`src/sv/i2cwr_pkg.sv`:
```
// Package for the I2C master write/read sequencer.
// Holds the item and result types, the request and command codes and fixed constants.
// Depends on nothing; the control, top-level and testbench files import it.
package i2cwr_pkg;

	typedef enum logic [1:0] {
		PH_IDLE  = 2'd0,
		PH_WRITE = 2'd1,
		PH_READ  = 2'd2
	} phase_t;

	typedef enum logic [1:0] {
		REQ_START = 2'd0,
		REQ_LOAD  = 2'd1,
		REQ_EVENT = 2'd2
	} req_t;

	typedef enum logic [1:0] {
		CMD_NONE    = 2'd0,
		CMD_RESTART = 2'd1,
		CMD_STOP    = 2'd2
	} cmd_t;

	typedef enum logic [1:0] {
		RC_OK      = 2'd0,
		RC_NACK    = 2'd1,
		RC_BUS_ERR = 2'd2
	} rc_t;

	// Direction handling of the address byte.
	localparam logic [7:0] ADDR_WR_MASK = 8'hfe;
	localparam logic [7:0] ADDR_RD_BIT  = 8'h01;

	// A read is never longer than this many bytes.
	localparam logic [5:0] READ_MAX = 6'd32;

	localparam int IN_DATA_W  = 56;
	localparam int OUT_DATA_W = 40;

	typedef struct packed {
		logic [1:0] req_type;
		logic [7:0] target_addr;
		logic [5:0] write_count;
		logic [5:0] read_count;
		logic       start_blocked;
		logic [4:0] load_index;
		logic [7:0] load_byte;
		logic       rx_nack;
		logic [5:0] error_flags;
		logic [7:0] rx_data;
	} item_t;

	typedef struct packed {
		cmd_t       bus_cmd;
		logic       addr_valid;
		logic [7:0] addr_byte;
		logic       tx_valid;
		logic [7:0] tx_byte;
		logic       rd_valid;
		logic [4:0] rd_index;
		logic [7:0] rd_byte;
		logic       nack_next;
		logic       done_res;
		rc_t        result_code;
		logic       rejected;
	} res_t;

endpackage

```
`src/sv/i2cwr_ram.sv`:
```
// Generic single-port-write, single-port-read RAM with a registered read.
// Parameters give the word width and the depth; no package is needed.
module i2cwr_ram #(
	parameter int WIDTH = 8,
	parameter int DEPTH = 32,
	parameter int AW    = (DEPTH > 1) ? $clog2(DEPTH) : 1
) (
	input  logic             clk,
	input  logic             we,
	input  logic [AW-1:0]    waddr,
	input  logic [WIDTH-1:0] wdata,
	input  logic             re,
	input  logic [AW-1:0]    raddr,
	output logic [WIDTH-1:0] rdata
);

	logic [WIDTH-1:0] mem_q [DEPTH];

	always_ff @(posedge clk) begin
		if (we) begin
			mem_q[waddr] <= wdata;
		end
		if (re) begin
			rdata <= mem_q[raddr];
		end
	end

endmodule

```
`src/sv/i2cwr_ctrl.sv`:
```
// Transfer control of the I2C master write/read sequencer: phase, counts and address.
// Forms each result but the transmitted byte and drives the write store ports.
// Depends on i2cwr_pkg.
module i2cwr_ctrl
	import i2cwr_pkg::*;
#(
	parameter int BUFFER_DEPTH = 32,
	parameter int AW           = (BUFFER_DEPTH > 1) ? $clog2(BUFFER_DEPTH) : 1
) (
	input  logic          clk,
	input  logic          arst_n,
	input  logic          accept,
	input  item_t         item,
	output res_t          res,
	output logic          mem_we,
	output logic [AW-1:0] mem_waddr,
	output logic [7:0]    mem_wdata,
	output logic          mem_re,
	output logic [AW-1:0] mem_raddr
);

	phase_t     phase_q, phase_d;
	logic [7:0] dest_q, dest_d;
	logic [5:0] wpos_q, wpos_d;
	logic [5:0] wleft_q, wleft_d;
	logic [5:0] rleft_q, rleft_d;
	logic [5:0] rpos_q, rpos_d;

	always_ff @(posedge clk or negedge arst_n) begin
		if (!arst_n) begin
			phase_q <= PH_IDLE;
			dest_q  <= '0;
			wpos_q  <= '0;
			wleft_q <= '0;
			rleft_q <= '0;
			rpos_q  <= '0;
		end else if (accept) begin
			phase_q <= phase_d;
			dest_q  <= dest_d;
			wpos_q  <= wpos_d;
			wleft_q <= wleft_d;
			rleft_q <= rleft_d;
			rpos_q  <= rpos_d;
		end
	end

	always_comb begin
		logic [5:0] wc;
		logic [5:0] rc;
		logic [5:0] rl_next;
		phase_d = phase_q;
		dest_d  = dest_q;
		wpos_d  = wpos_q;
		wleft_d = wleft_q;
		rleft_d = rleft_q;
		rpos_d  = rpos_q;
		res     = '0;
		wc      = item.write_count;
		rc      = item.read_count;
		rl_next = rleft_q;
		if (32'(item.write_count) > BUFFER_DEPTH) begin
			wc = 6'(BUFFER_DEPTH);
		end
		if (item.read_count > READ_MAX) begin
			rc = READ_MAX;
		end
		case (item.req_type)
			REQ_START: begin
				if (item.start_blocked) begin
					res.rejected = 1'b1;
				end else begin
					dest_d  = item.target_addr;
					wpos_d  = '0;
					rpos_d  = '0;
					wleft_d = wc;
					rleft_d = rc;
					if (wc == '0 && rc == '0) begin
						phase_d      = PH_IDLE;
						res.done_res = 1'b1;
					end else begin
						res.nack_next  = (rc == 6'd1);
						res.addr_valid = 1'b1;
						if (wc != '0) begin
							phase_d       = PH_WRITE;
							res.addr_byte = item.target_addr & ADDR_WR_MASK;
						end else begin
							phase_d       = PH_READ;
							res.addr_byte = item.target_addr | ADDR_RD_BIT;
						end
					end
				end
			end
			REQ_EVENT: begin
				if (phase_q == PH_WRITE || phase_q == PH_READ) begin
					if (item.error_flags != '0) begin
						res.bus_cmd     = CMD_STOP;
						res.done_res    = 1'b1;
						res.result_code = RC_BUS_ERR;
						phase_d         = PH_IDLE;
					end else if (item.rx_nack) begin
						res.bus_cmd     = CMD_STOP;
						res.done_res    = 1'b1;
						res.result_code = RC_NACK;
						phase_d         = PH_IDLE;
					end else if (phase_q == PH_WRITE) begin
						if (wleft_q != '0) begin
							// The byte itself arrives later from the store's registered read port.
							res.tx_valid  = 1'b1;
							res.nack_next = (rleft_q == 6'd1);
							wpos_d        = wpos_q + 6'd1;
							wleft_d       = wleft_q - 6'd1;
						end else if (rleft_q == '0) begin
							res.bus_cmd  = CMD_STOP;
							res.done_res = 1'b1;
							phase_d      = PH_IDLE;
						end else begin
							res.bus_cmd    = CMD_RESTART;
							res.addr_valid = 1'b1;
							res.addr_byte  = dest_q | ADDR_RD_BIT;
							res.nack_next  = (rleft_q == 6'd1);
							phase_d        = PH_READ;
						end
					end else begin
						res.rd_valid = 1'b1;
						res.rd_index = rpos_q[4:0];
						res.rd_byte  = item.rx_data;
						rpos_d       = rpos_q + 6'd1;
						if (rleft_q != '0) begin
							rl_next = rleft_q - 6'd1;
						end
						rleft_d = rl_next;
						if (rl_next == '0) begin
							res.bus_cmd  = CMD_STOP;
							res.done_res = 1'b1;
							phase_d      = PH_IDLE;
						end else begin
							res.nack_next = (rl_next == 6'd1);
						end
					end
				end
			end
			default: begin
			end
		endcase
	end

	// Loads write at the same stage as events read, so an event always sees
	// every earlier load without any bypass.
	assign mem_we    = accept && item.req_type == REQ_LOAD
	                   && 32'(item.load_index) < BUFFER_DEPTH;
	assign mem_waddr = AW'(item.load_index);
	assign mem_wdata = item.load_byte;
	assign mem_re    = accept;
	assign mem_raddr = AW'(wpos_q);

endmodule

```
`src/sv/i2c_master_write_read_sequencer.sv`:
```
// I2C master write/read sequencer, top level: stream ports, pipeline and output register.
// Depends on i2cwr_pkg, i2cwr_ctrl and i2cwr_ram.
//
// The block sequences one I2C master transfer at a time: bytes are first loaded into a
// write store of BUFFER_DEPTH entries, a start transaction then opens a write of up to
// BUFFER_DEPTH bytes followed by an optional repeated-start read of up to 32 bytes, and
// each bus event transaction advances the transfer by one step. Every input transaction
// yields exactly one output transaction, in order. The block accepts one transaction per
// clock cycle, back to back, unless the output stalls; a result goes through stage 1 and
// then the output register, as the write store is a synchronous memory with a registered
// read port returning the byte to be sent at the given address. The output register and
// the stage holding the pending memory read let a new transaction be taken while a
// finished result still waits on the output side. The write store is not cleared at
// reset and needs no clearing pass: a byte sent from an entry that was never loaded is
// undefined. Loads are taken in any phase; a load beyond the store depth is dropped.
module i2c_master_write_read_sequencer
	import i2cwr_pkg::*;
#(
	parameter int BUFFER_DEPTH = 32
) (
	input  logic                  clk,
	input  logic                  arst_n,
	input  logic                  s_tvalid,
	output logic                  s_tready,
	// target_addr[7:0], write_count[13:8], read_count[19:14], start_blocked[20],
	// load_index[25:21], load_byte[33:26], rx_nack[34], error_flags[40:35],
	// rx_data[48:41], zero fill[55:49]
	input  logic [IN_DATA_W-1:0]  s_tdata,
	// req_type[1:0]
	input  logic [1:0]            s_tuser,
	output logic                  m_tvalid,
	input  logic                  m_tready,
	// bus_cmd[1:0], addr_valid[2], addr_byte[10:3], tx_valid[11], tx_byte[19:12],
	// rd_valid[20], rd_index[25:21], rd_byte[33:26], nack_next[34], done_res[35],
	// result_code[37:36], rejected[38], zero fill[39]
	output logic [OUT_DATA_W-1:0] m_tdata
);

	localparam int AW = (BUFFER_DEPTH > 1) ? $clog2(BUFFER_DEPTH) : 1;

	item_t         item;
	res_t          ctrl_res;
	logic          accept;
	logic          mem_we;
	logic [AW-1:0] mem_waddr;
	logic [7:0]    mem_wdata;
	logic          mem_re;
	logic [AW-1:0] mem_raddr;
	logic [7:0]    mem_rdata;

	// Stage 1 waits for the store read; the output register holds a finished result.
	logic          valid_s1;
	res_t          res_s1;
	logic          out_valid_q;
	res_t          out_q;
	res_t          res_full;
	logic          advance;

	assign item.req_type      = s_tuser;
	assign item.target_addr   = s_tdata[7:0];
	assign item.write_count   = s_tdata[13:8];
	assign item.read_count    = s_tdata[19:14];
	assign item.start_blocked = s_tdata[20];
	assign item.load_index    = s_tdata[25:21];
	assign item.load_byte     = s_tdata[33:26];
	assign item.rx_nack       = s_tdata[34];
	assign item.error_flags   = s_tdata[40:35];
	assign item.rx_data       = s_tdata[48:41];

	// Stage 1 moves on whenever the output register is empty or being emptied.
	assign advance  = valid_s1 && (!out_valid_q || m_tready);
	assign s_tready = !valid_s1 || advance;
	assign accept   = s_tvalid && s_tready;

	i2cwr_ctrl #(
		.BUFFER_DEPTH(BUFFER_DEPTH),
		.AW          (AW)
	) u_ctrl (
		.clk      (clk),
		.arst_n   (arst_n),
		.accept   (accept),
		.item     (item),
		.res      (ctrl_res),
		.mem_we   (mem_we),
		.mem_waddr(mem_waddr),
		.mem_wdata(mem_wdata),
		.mem_re   (mem_re),
		.mem_raddr(mem_raddr)
	);

	// The read enable follows acceptance, so the read data holds while stage 1 stalls.
	i2cwr_ram #(
		.WIDTH(8),
		.DEPTH(BUFFER_DEPTH),
		.AW   (AW)
	) u_store (
		.clk  (clk),
		.we   (mem_we),
		.waddr(mem_waddr),
		.wdata(mem_wdata),
		.re   (mem_re),
		.raddr(mem_raddr),
		.rdata(mem_rdata)
	);

	always_ff @(posedge clk or negedge arst_n) begin
		if (!arst_n) begin
			valid_s1    <= 1'b0;
			out_valid_q <= 1'b0;
		end else begin
			if (accept) begin
				valid_s1 <= 1'b1;
			end else if (advance) begin
				valid_s1 <= 1'b0;
			end
			if (advance) begin
				out_valid_q <= 1'b1;
			end else if (m_tready) begin
				out_valid_q <= 1'b0;
			end
		end
	end

	always_ff @(posedge clk) begin
		if (accept) begin
			res_s1 <= ctrl_res;
		end
		if (advance) begin
			out_q <= res_full;
		end
	end

	// The transmitted byte is the only field that comes from the store.
	always_comb begin
		res_full = res_s1;
		res_full.tx_byte = res_s1.tx_valid ? mem_rdata : 8'h00;
	end

	assign m_tvalid = out_valid_q;
	assign m_tdata  = {1'b0, out_q.rejected, out_q.result_code, out_q.done_res,
	                   out_q.nack_next, out_q.rd_byte, out_q.rd_index, out_q.rd_valid,
	                   out_q.tx_byte, out_q.tx_valid, out_q.addr_byte, out_q.addr_valid,
	                   out_q.bus_cmd};

`ifndef SYNTHESIS
	a_stall_blocks_input: assert property (@(posedge clk) disable iff (!arst_n)
		(valid_s1 && out_valid_q && !m_tready) |-> !s_tready)
		else $error("input taken while the pipeline is full");

	a_one_payload: assert property (@(posedge clk) disable iff (!arst_n)
		out_valid_q |-> $onehot0({out_q.addr_valid, out_q.tx_valid, out_q.rd_valid}))
		else $error("more than one payload kind in one result");

	a_code_only_when_done: assert property (@(posedge clk) disable iff (!arst_n)
		(out_valid_q && !out_q.done_res) |-> (out_q.result_code == RC_OK))
		else $error("result code set on an unfinished transfer");

	a_reject_alone: assert property (@(posedge clk) disable iff (!arst_n)
		(out_valid_q && out_q.rejected) |->
		(!out_q.done_res && !out_q.addr_valid && out_q.bus_cmd == CMD_NONE))
		else $error("rejected start carries bus activity");

	a_no_tx_byte_without_send: assert property (@(posedge clk) disable iff (!arst_n)
		(out_valid_q && !out_q.tx_valid) |-> (out_q.tx_byte == 8'h00))
		else $error("transmit byte present without a send");
`endif

endmodule

```
`config.mk`:
```
export PLATFORM = sky130hd
export DESIGN_NAME = i2c_master_write_read_sequencer
export DESIGN_NICKNAME = d
export VERILOG_FILES = /design/src/sv/i2cwr_pkg.sv /design/src/sv/i2cwr_ram.sv /design/src/sv/i2cwr_ctrl.sv /design/src/sv/i2c_master_write_read_sequencer.sv
export SDC_FILE = /design/constraint.sdc
export NUM_CORES = 1
export LEC_CHECK = 0
export CAP_MARGIN = 5
export CORE_ASPECT_RATIO = 1.25
export CORE_MARGIN = 1
export CORE_UTILIZATION = 63
export CTS_CLUSTER_SIZE = 30
export DETAILED_ROUTE_END_ITERATION = 10
export DONT_BUFFER_PORTS = 1
export PLACE_DENSITY = 0.77
export SLEW_MARGIN = 20
export SYNTH_ARGS = -nofsm -noshare
export SYNTH_HDL_FRONTEND = slang
export SYNTH_SLANG_ARGS = --single-unit
```
`constraint.sdc`:
```
create_clock -name clk -period 3.1 [get_ports clk]
set_input_delay 0.155 -clock clk [delete_from_list [all_inputs] [get_ports clk]]
set_output_delay 0.155 -clock clk [all_outputs]
set_load 0.01 [all_outputs]
```
======== Word level (Yosys, flattened, before mapping) ========
Memory sizes are Yosys's and may differ from the RTL's. A register that Yosys moved wholly into a read port is not among the register bits.
Index checks and enable logic that the tools add are counted.
Widths: inputs -> output; s select.
word-level totals
  register bits after elaboration ......... 106
  RAM bits ................................ 256
  input bits .............................. 62
  output and inout bits ................... 42
  memories kept ........................... 1
memories
  name           depth  width  read ports  clocked after memory_dff  write ports  line             RTL
  u_store.mem_q  32     8      1           1                         1            i2cwr_ram.sv:17  logic [WIDTH-1:0] mem_q [DEPTH];
cells by class
  add/sub/neg operators ................... 4
  $lt $le $gt $ge ......................... 2
  eq/ne operators ......................... 16
  muxes and demuxes ....................... 85
  bitwise logic cells ..................... 4
  reductions and logical operators ........ 30
operators with widths
  cell                 number
  $mux 6               29
  $pmux 6 s2           4
  $mux 10              4
  $mux 2               17
  $mux 9               3
  $logic_not 6->1      4
  $reduce_bool 6->1    4
  $mux 1               21
  $eq 6x1->1 const B   3
  $pmux 9 s2           1
  $mux 14              1
  $add 6x1->6 const B  2
  $gt 6x6->1 const B   2
  $sub 6x1->6 const B  2
  $mux 11              1
  $reduce_or 5->1      2
  $ne 2x2->1 const B   4
  $pmux 2 s2           2
  $reduce_and 8->1     1
  $reduce_and 7->1     1
  $ne 2x1->1 const B   3
  $reduce_and 6->1     1
  $reduce_bool 2->1    3
  $ne 5x2->1 const B   1
  14 further kinds     25

======== Logic depth before layout (Yosys ltp) ========
  depth in word-level cells ............... 14
  depth in mapped cells ................... 9
  mapped depth without buffers ............ 8

======== Cells and area by module ========
From an unflattened synthesis, not the netlist that was laid out.
unflattened totals
  cells, all modules ...................... 791
  area, all modules ....................... 14870.5 µm²
modules (own cells, without submodules)
  module                           times used  cells an instance  area each (µm²)  seq. area each (µm²)
  i2cwr_ram                        1           417                10133.5          7927.6
  i2cwr_ctrl                       1           286                2469.9           775.7
  i2c_master_write_read_sequencer  1           88                 2267.2           2152.1

======== Worst setup path after synthesis ========
No wires, ideal clock.
  kind .................................... register to register
  from .................................... reg out_valid_q, in the netlist m_tvalid
  to ...................................... mem u_store.mem_q[16][0], enable pin
  library setup time ...................... 370 ps
  arrival ................................. 2019 ps
  setup slack ............................. 711 ps
  stages on the path, launching flop included .. 7
  period minus slack after synthesis ...... 2389 ps
  cell sequence ........................... dfrtp_1 -> nand3b_1 -> nand2_1 -> nor3b_1 -> nor2b_1 -> nand3b_1 -> nor2_1
between the ends
  longest elaborated chain between the ends .. 8
RTL lines
  item                          line                                    RTL
  start: declaration            i2c_master_write_read_sequencer.sv:54   logic out_valid_q;
  start signal: assignment      i2c_master_write_read_sequencer.sv:109  out_valid_q <= 1'b0;
  start signal: assignment      i2c_master_write_read_sequencer.sv:117  out_valid_q <= 1'b1;
  start signal: assignment      i2c_master_write_read_sequencer.sv:119  out_valid_q <= 1'b0;
  $logic_not 1->1               i2c_master_write_read_sequencer.sv:71   assign advance = valid_s1 && (!out_valid_q || m_tready);
  $logic_or 1x1->1              i2c_master_write_read_sequencer.sv:71
  $logic_and 1x1->1             i2c_master_write_read_sequencer.sv:71
  $logic_or 1x1->1              i2c_master_write_read_sequencer.sv:72   assign s_tready = !valid_s1 || advance;
  named net s_tready            i2c_master_write_read_sequencer.sv:24   output logic s_tready,
  $logic_and 1x1->1             i2c_master_write_read_sequencer.sv:73   assign accept = s_tvalid && s_tready;
  $logic_and 1x1->1             i2cwr_ctrl.sv:149                       assign mem_we = accept && item.req_type == REQ_LOAD
  $mux 1                        i2cwr_ram.sv:20                         if (we) begin
  $mux 1 (implied by the code)  i2cwr_ram.sv:21                         mem_q[waddr] <= wdata;
  end: declaration              i2cwr_ram.sv:17
The timed path passes the listed nets, and every way through them passes these cells.

======== Final worst setup path ========
  from .................................... reg u_ctrl.rleft_q[1]
  to ...................................... reg u_ctrl.rleft_q[4]
between the ends
  longest elaborated chain between the ends .. 12
RTL lines
  item                                                     line                                  RTL
  start: declaration                                       i2cwr_ctrl.sv:26                      logic [5:0] rleft_q, rleft_d;
  start signal: assignment                                 i2cwr_ctrl.sv:42                      rleft_q <= rleft_d;
  $sub 6x1->6 / $reduce_bool 6->1 (equally long branches)  i2cwr_ctrl.sv:129, i2cwr_ctrl.sv:128
  $mux 6 (*)                                               i2cwr_ctrl.sv:128                     if (rleft_q != '0) begin
  $mux 6 (*)                                               i2cwr_ctrl.sv:105                     end else if (phase_q == PH_WRITE) begin
  $mux 6 (*)                                               i2cwr_ctrl.sv:100                     end else if (item.rx_nack) begin
  $mux 6 (*)                                               i2cwr_ctrl.sv:95                      if (item.error_flags != '0) begin
  $mux 6 (*)                                               i2cwr_ctrl.sv:94                      if (phase_q == PH_WRITE || phase_q == PH_READ) begin
  $mux 6 (*)                                               i2cwr_ctrl.sv:67                      case (item.req_type)
  $mux 6 (*)                                               i2cwr_ctrl.sv:105
  $mux 6 (*)                                               i2cwr_ctrl.sv:100
  $mux 6 (*)                                               i2cwr_ctrl.sv:95
  $mux 6 (*)                                               i2cwr_ctrl.sv:94
  $pmux 6 s2 (*)                                           i2cwr_ctrl.sv:67
Mark *: on every way between the ends. The rest lies on a longest branch, timed or not. The select of a mux whose other input is x is not followed.
A chain may end at the register's enable or synchronous reset.

==> run summary <==
Status - complete, but fails checks
Violated checks - design-rule violations
Final WL - 29,480 um
Number of global-route vias before repair - 7,808
Largest net degree at the start of global routing - 40
H-Tree Depth - 2
Post-DP HPWL - 18,480 um
CP Class - register to register
FF-to-FF path depth - 8
Max VDD drop - 571.3 uV
Post-synth EDFFs - 334
Commonest non-fill, non-tap cells in the layout - 334 x edfxtp_1, 80 x mux4_2, 62 x nor2_1
CP max stage cell - or4b_2
Multi-input gate area - 0.003530 sq mm
DR pass1 iterations - 8
Power Density - 698.4 mW/mm^2
Post-synth top area share - 0.6862
Initial core utilization - 0.6491
Initial antenna violation count - 2
Worst-path fanout max - 9
Tcrit/Tclk final - 0.8735
Yosys warning count - 0
CP endpoint kind - register
Final min period - 2708 ps
Worst slew pin tran - 800.3 ps
Crit path launch type - register
TNS Setup - 0 ps
Hold path startpoint - s_tdata[20]
Worst endpoint required time - 3540 ps
Share of layout cells above drive strength 1 - 0.2345
First-pass GRT wire length - 45,080 um
WL per Instance - 24.82 um
Synth Register Bits - 367
Setup WS pre-CTS - 469.2 ps
Hold path depth - 3
R2R Path End - u_ctrl.rleft_q[4]$_DFFE_PN0P_
R2r startpoint - u_ctrl.rleft_q[1]$_DFFE_PN0P_
Fill count - 1,220
Layout overhead on the synthesized area - 16.15%
Leading area contributor after synthesis - edfxtp_1
Root Buffer - clkbuf_16
Syn avg cell area - 18.91 sq um
Clk sinks - 367
Fin nets - 947
Sequential Area - 0.01086 sq mm
Iter 0 DRT Violations - 693
Most common cell after layout, fill and taps aside - edfxtp_1
Mapped Area - 0.01462 sq mm
Cells after synthesis - 773
CP cell instances - inv_1, ha_1, nand2b_1, or4b_2, a21oi_1, a31oi_1, dlygate4sd3_1, o21ai_1
Setup Buffers After CTS - 0
R2R setup slack - 390 ps
RSZ-0062 raised after global routing - false
Clock slew at reported path FFs - 60 ps
Max Slew Vio Count - 0
CP arrival - 3150 ps
CTS max path bufs - 3
Final WS setup - 392.1 ps
Leak Pwr - 5.756 nW
FMAX - 369.3 MHz
Ranking of synthesized cells by area - edfxtp_1 69%, mux4_2 12%, dfrtp_1 5.7%
CTS tree - yes
Synth unique cells - 58
Skew final - 20.10 ps
Residual antenna-violating net count after detailed routing - 0
Async S/R FF share, synth - 0.08992
Max Cap Violations - 0
IO Port Bufs - 0
Synth Flop Type - edfxtp_1
CP peak stage delay - 650 ps
RD Place Congestion - 0.8897
Final setup fails - 0
Hold endpoint - u_ctrl.phase_q[0]$_DFFE_PN0P_
Routed vias/inst - 6.351
Die area - 0.02382 sq mm
Worst min-delay path class - primary input to register
Hold Fails Final Rpt - 0
Core area - 0.02252 sq mm
Std cell rows - 61
Mapped Nets - 841
Cts bufs inserted - 36
DR DRC count - 64
Die H - 172.3 um
Gr usage total - 0.2593
Grt total ovfl - 0
# IOs - 104
Clk_lat worst skew - 530 ps
Worst slew margin - 0.4664
Fraction of the yosys area taken by sequential cells - 0.7427
Vias - 7,545
Die Wd - 138.2 um
==> per-stage QoR <==
stage | instance area, sq um | hold WS [ps] | instances | util | power (mW)
floorplan | 14620 | -140.6 | 773 | - | 7.123
global placement | 15200 | -139.8 | 1067 | 0.6753 | 7.503
detailed placement | 15200 | -139.5 | 1067 | 0.6753 | 7.561
CTS | 16990 | 6.894 | 1187 | 0.7545 | 11.93
global route | 16970 | 28.12 | 1187 | 0.7539 | 12.25
finish | 16980 | 22.94 | 1188 | 0.7540 | 11.86
==> timing repair <==
action                                  CTS  global route
resized for setup                         0             0
hold endpoints to repair                332             0
hold buffers                             57             0
endpoints found under the setup margin    0             0
==> state kept, by name (all words and copies together), names as in the netlist <==
signal	count
m_tdata	39
valid_s1	1
u_ctrl.wpos_q	5
res_full	31
u_store.rdata	8
u_ctrl.wleft_q	6
u_ctrl.phase_q	2
u_ctrl.rleft_q	6
u_ctrl.dest_q	7
u_ctrl.rpos_q	5
u_store.mem_q	256
m_tvalid	1
==> per-layer routing <==
| layer | vias up | wire length (um) | track usage |
|---|---|---|---|
| met5 | - | 27 | 0 |
| met4 | 4 | 715 | 0.08403 |
| met3 | 59 | 2075 | 0.05594 |
| met2 | 311 | 15820 | 0.4778 |
| met1 | 3850 | 10850 | 0.3061 |
| li1 | 3321 | - | - |
==> cell type report <==
type,count,share of cell area
Multi-Input combinational cell,357,0.2079
Sequential cell,367,0.6397
Inverter,14,0.003096
Antenna cell,1,0.0001474
Timing Repair Buffer,103,0.06029
Clock inverter,16,0.009950
Tap cell,283,0.02086
Clock buffer,47,0.05800
==> cell families after synthesis <==
kind of cell             synth area share
AO/OA/AOI/OAI                     0.03091
XOR/XNOR                         0.004195
adder cells (fa/ha/maj)          0.005136
buffers and inverters             0.01584
flip-flops                         0.7427
multiplexers                       0.1377
other                           0.0002566
AND/OR/NAND/NOR                   0.06327
==> how the worst max path moves through the flow <==
stage / startpoint / end / slack (ps) / depth (start not counted)
2_1_floorplan: m_tvalid$_DFFE_PN0P_ / u_store.mem_q[16][0]$_DFFE_PP_ / 710 / 6
3_3_place_gp: u_ctrl.wpos_q[0]$_DFFE_PN0P_ / u_store.rdata[1]$_DFFE_PP_ / 520 / 4
3_5_place_dp: u_ctrl.wpos_q[0]$_DFFE_PN0P_ / u_store.rdata[5]$_DFFE_PP_ / 470 / 4
4_1_cts: u_ctrl.rleft_q[1]$_DFFE_PN0P_ / u_ctrl.rleft_q[4]$_DFFE_PN0P_ / 440 / 8
5_1_grt: u_ctrl.rleft_q[1]$_DFFE_PN0P_ / u_ctrl.rleft_q[4]$_DFFE_PN0P_ / 220 / 8
6_report: u_ctrl.rleft_q[1]$_DFFE_PN0P_ / u_ctrl.rleft_q[4]$_DFFE_PN0P_ / 390 / 8
==> where the power goes <==
| group | switching [mW] | internal [mW] |
|---|---|---|
| Sequential | 0.234 | 5.62 |
| Clock | 1.74 | 2.50 |
| Combinational | 0.881 | 0.882 |
==> synth_stat cells (all sizes together), types with 7 or more instances <==
cell type	count
nand4	7
a21oi	17
edfxtp	334
nand3	8
nor3	9
clkbuf	20
nand2	20
inv	14
buf	15
mux4	80
a22o	9
o21ai	19
dfrtp	33
or2	7
and3	15
and2	11
nor2	62
nand2b	11
mux2	16
==> critical path, delay by kind of cell, from the launching register on <==
kind	cells	cell delay (ps)
fa+ha+maj	1	330
compound gates	3	320
buf+inv	2	710
flops	1	450
simple gates	2	820
Power figures use the tool's default switching activity.
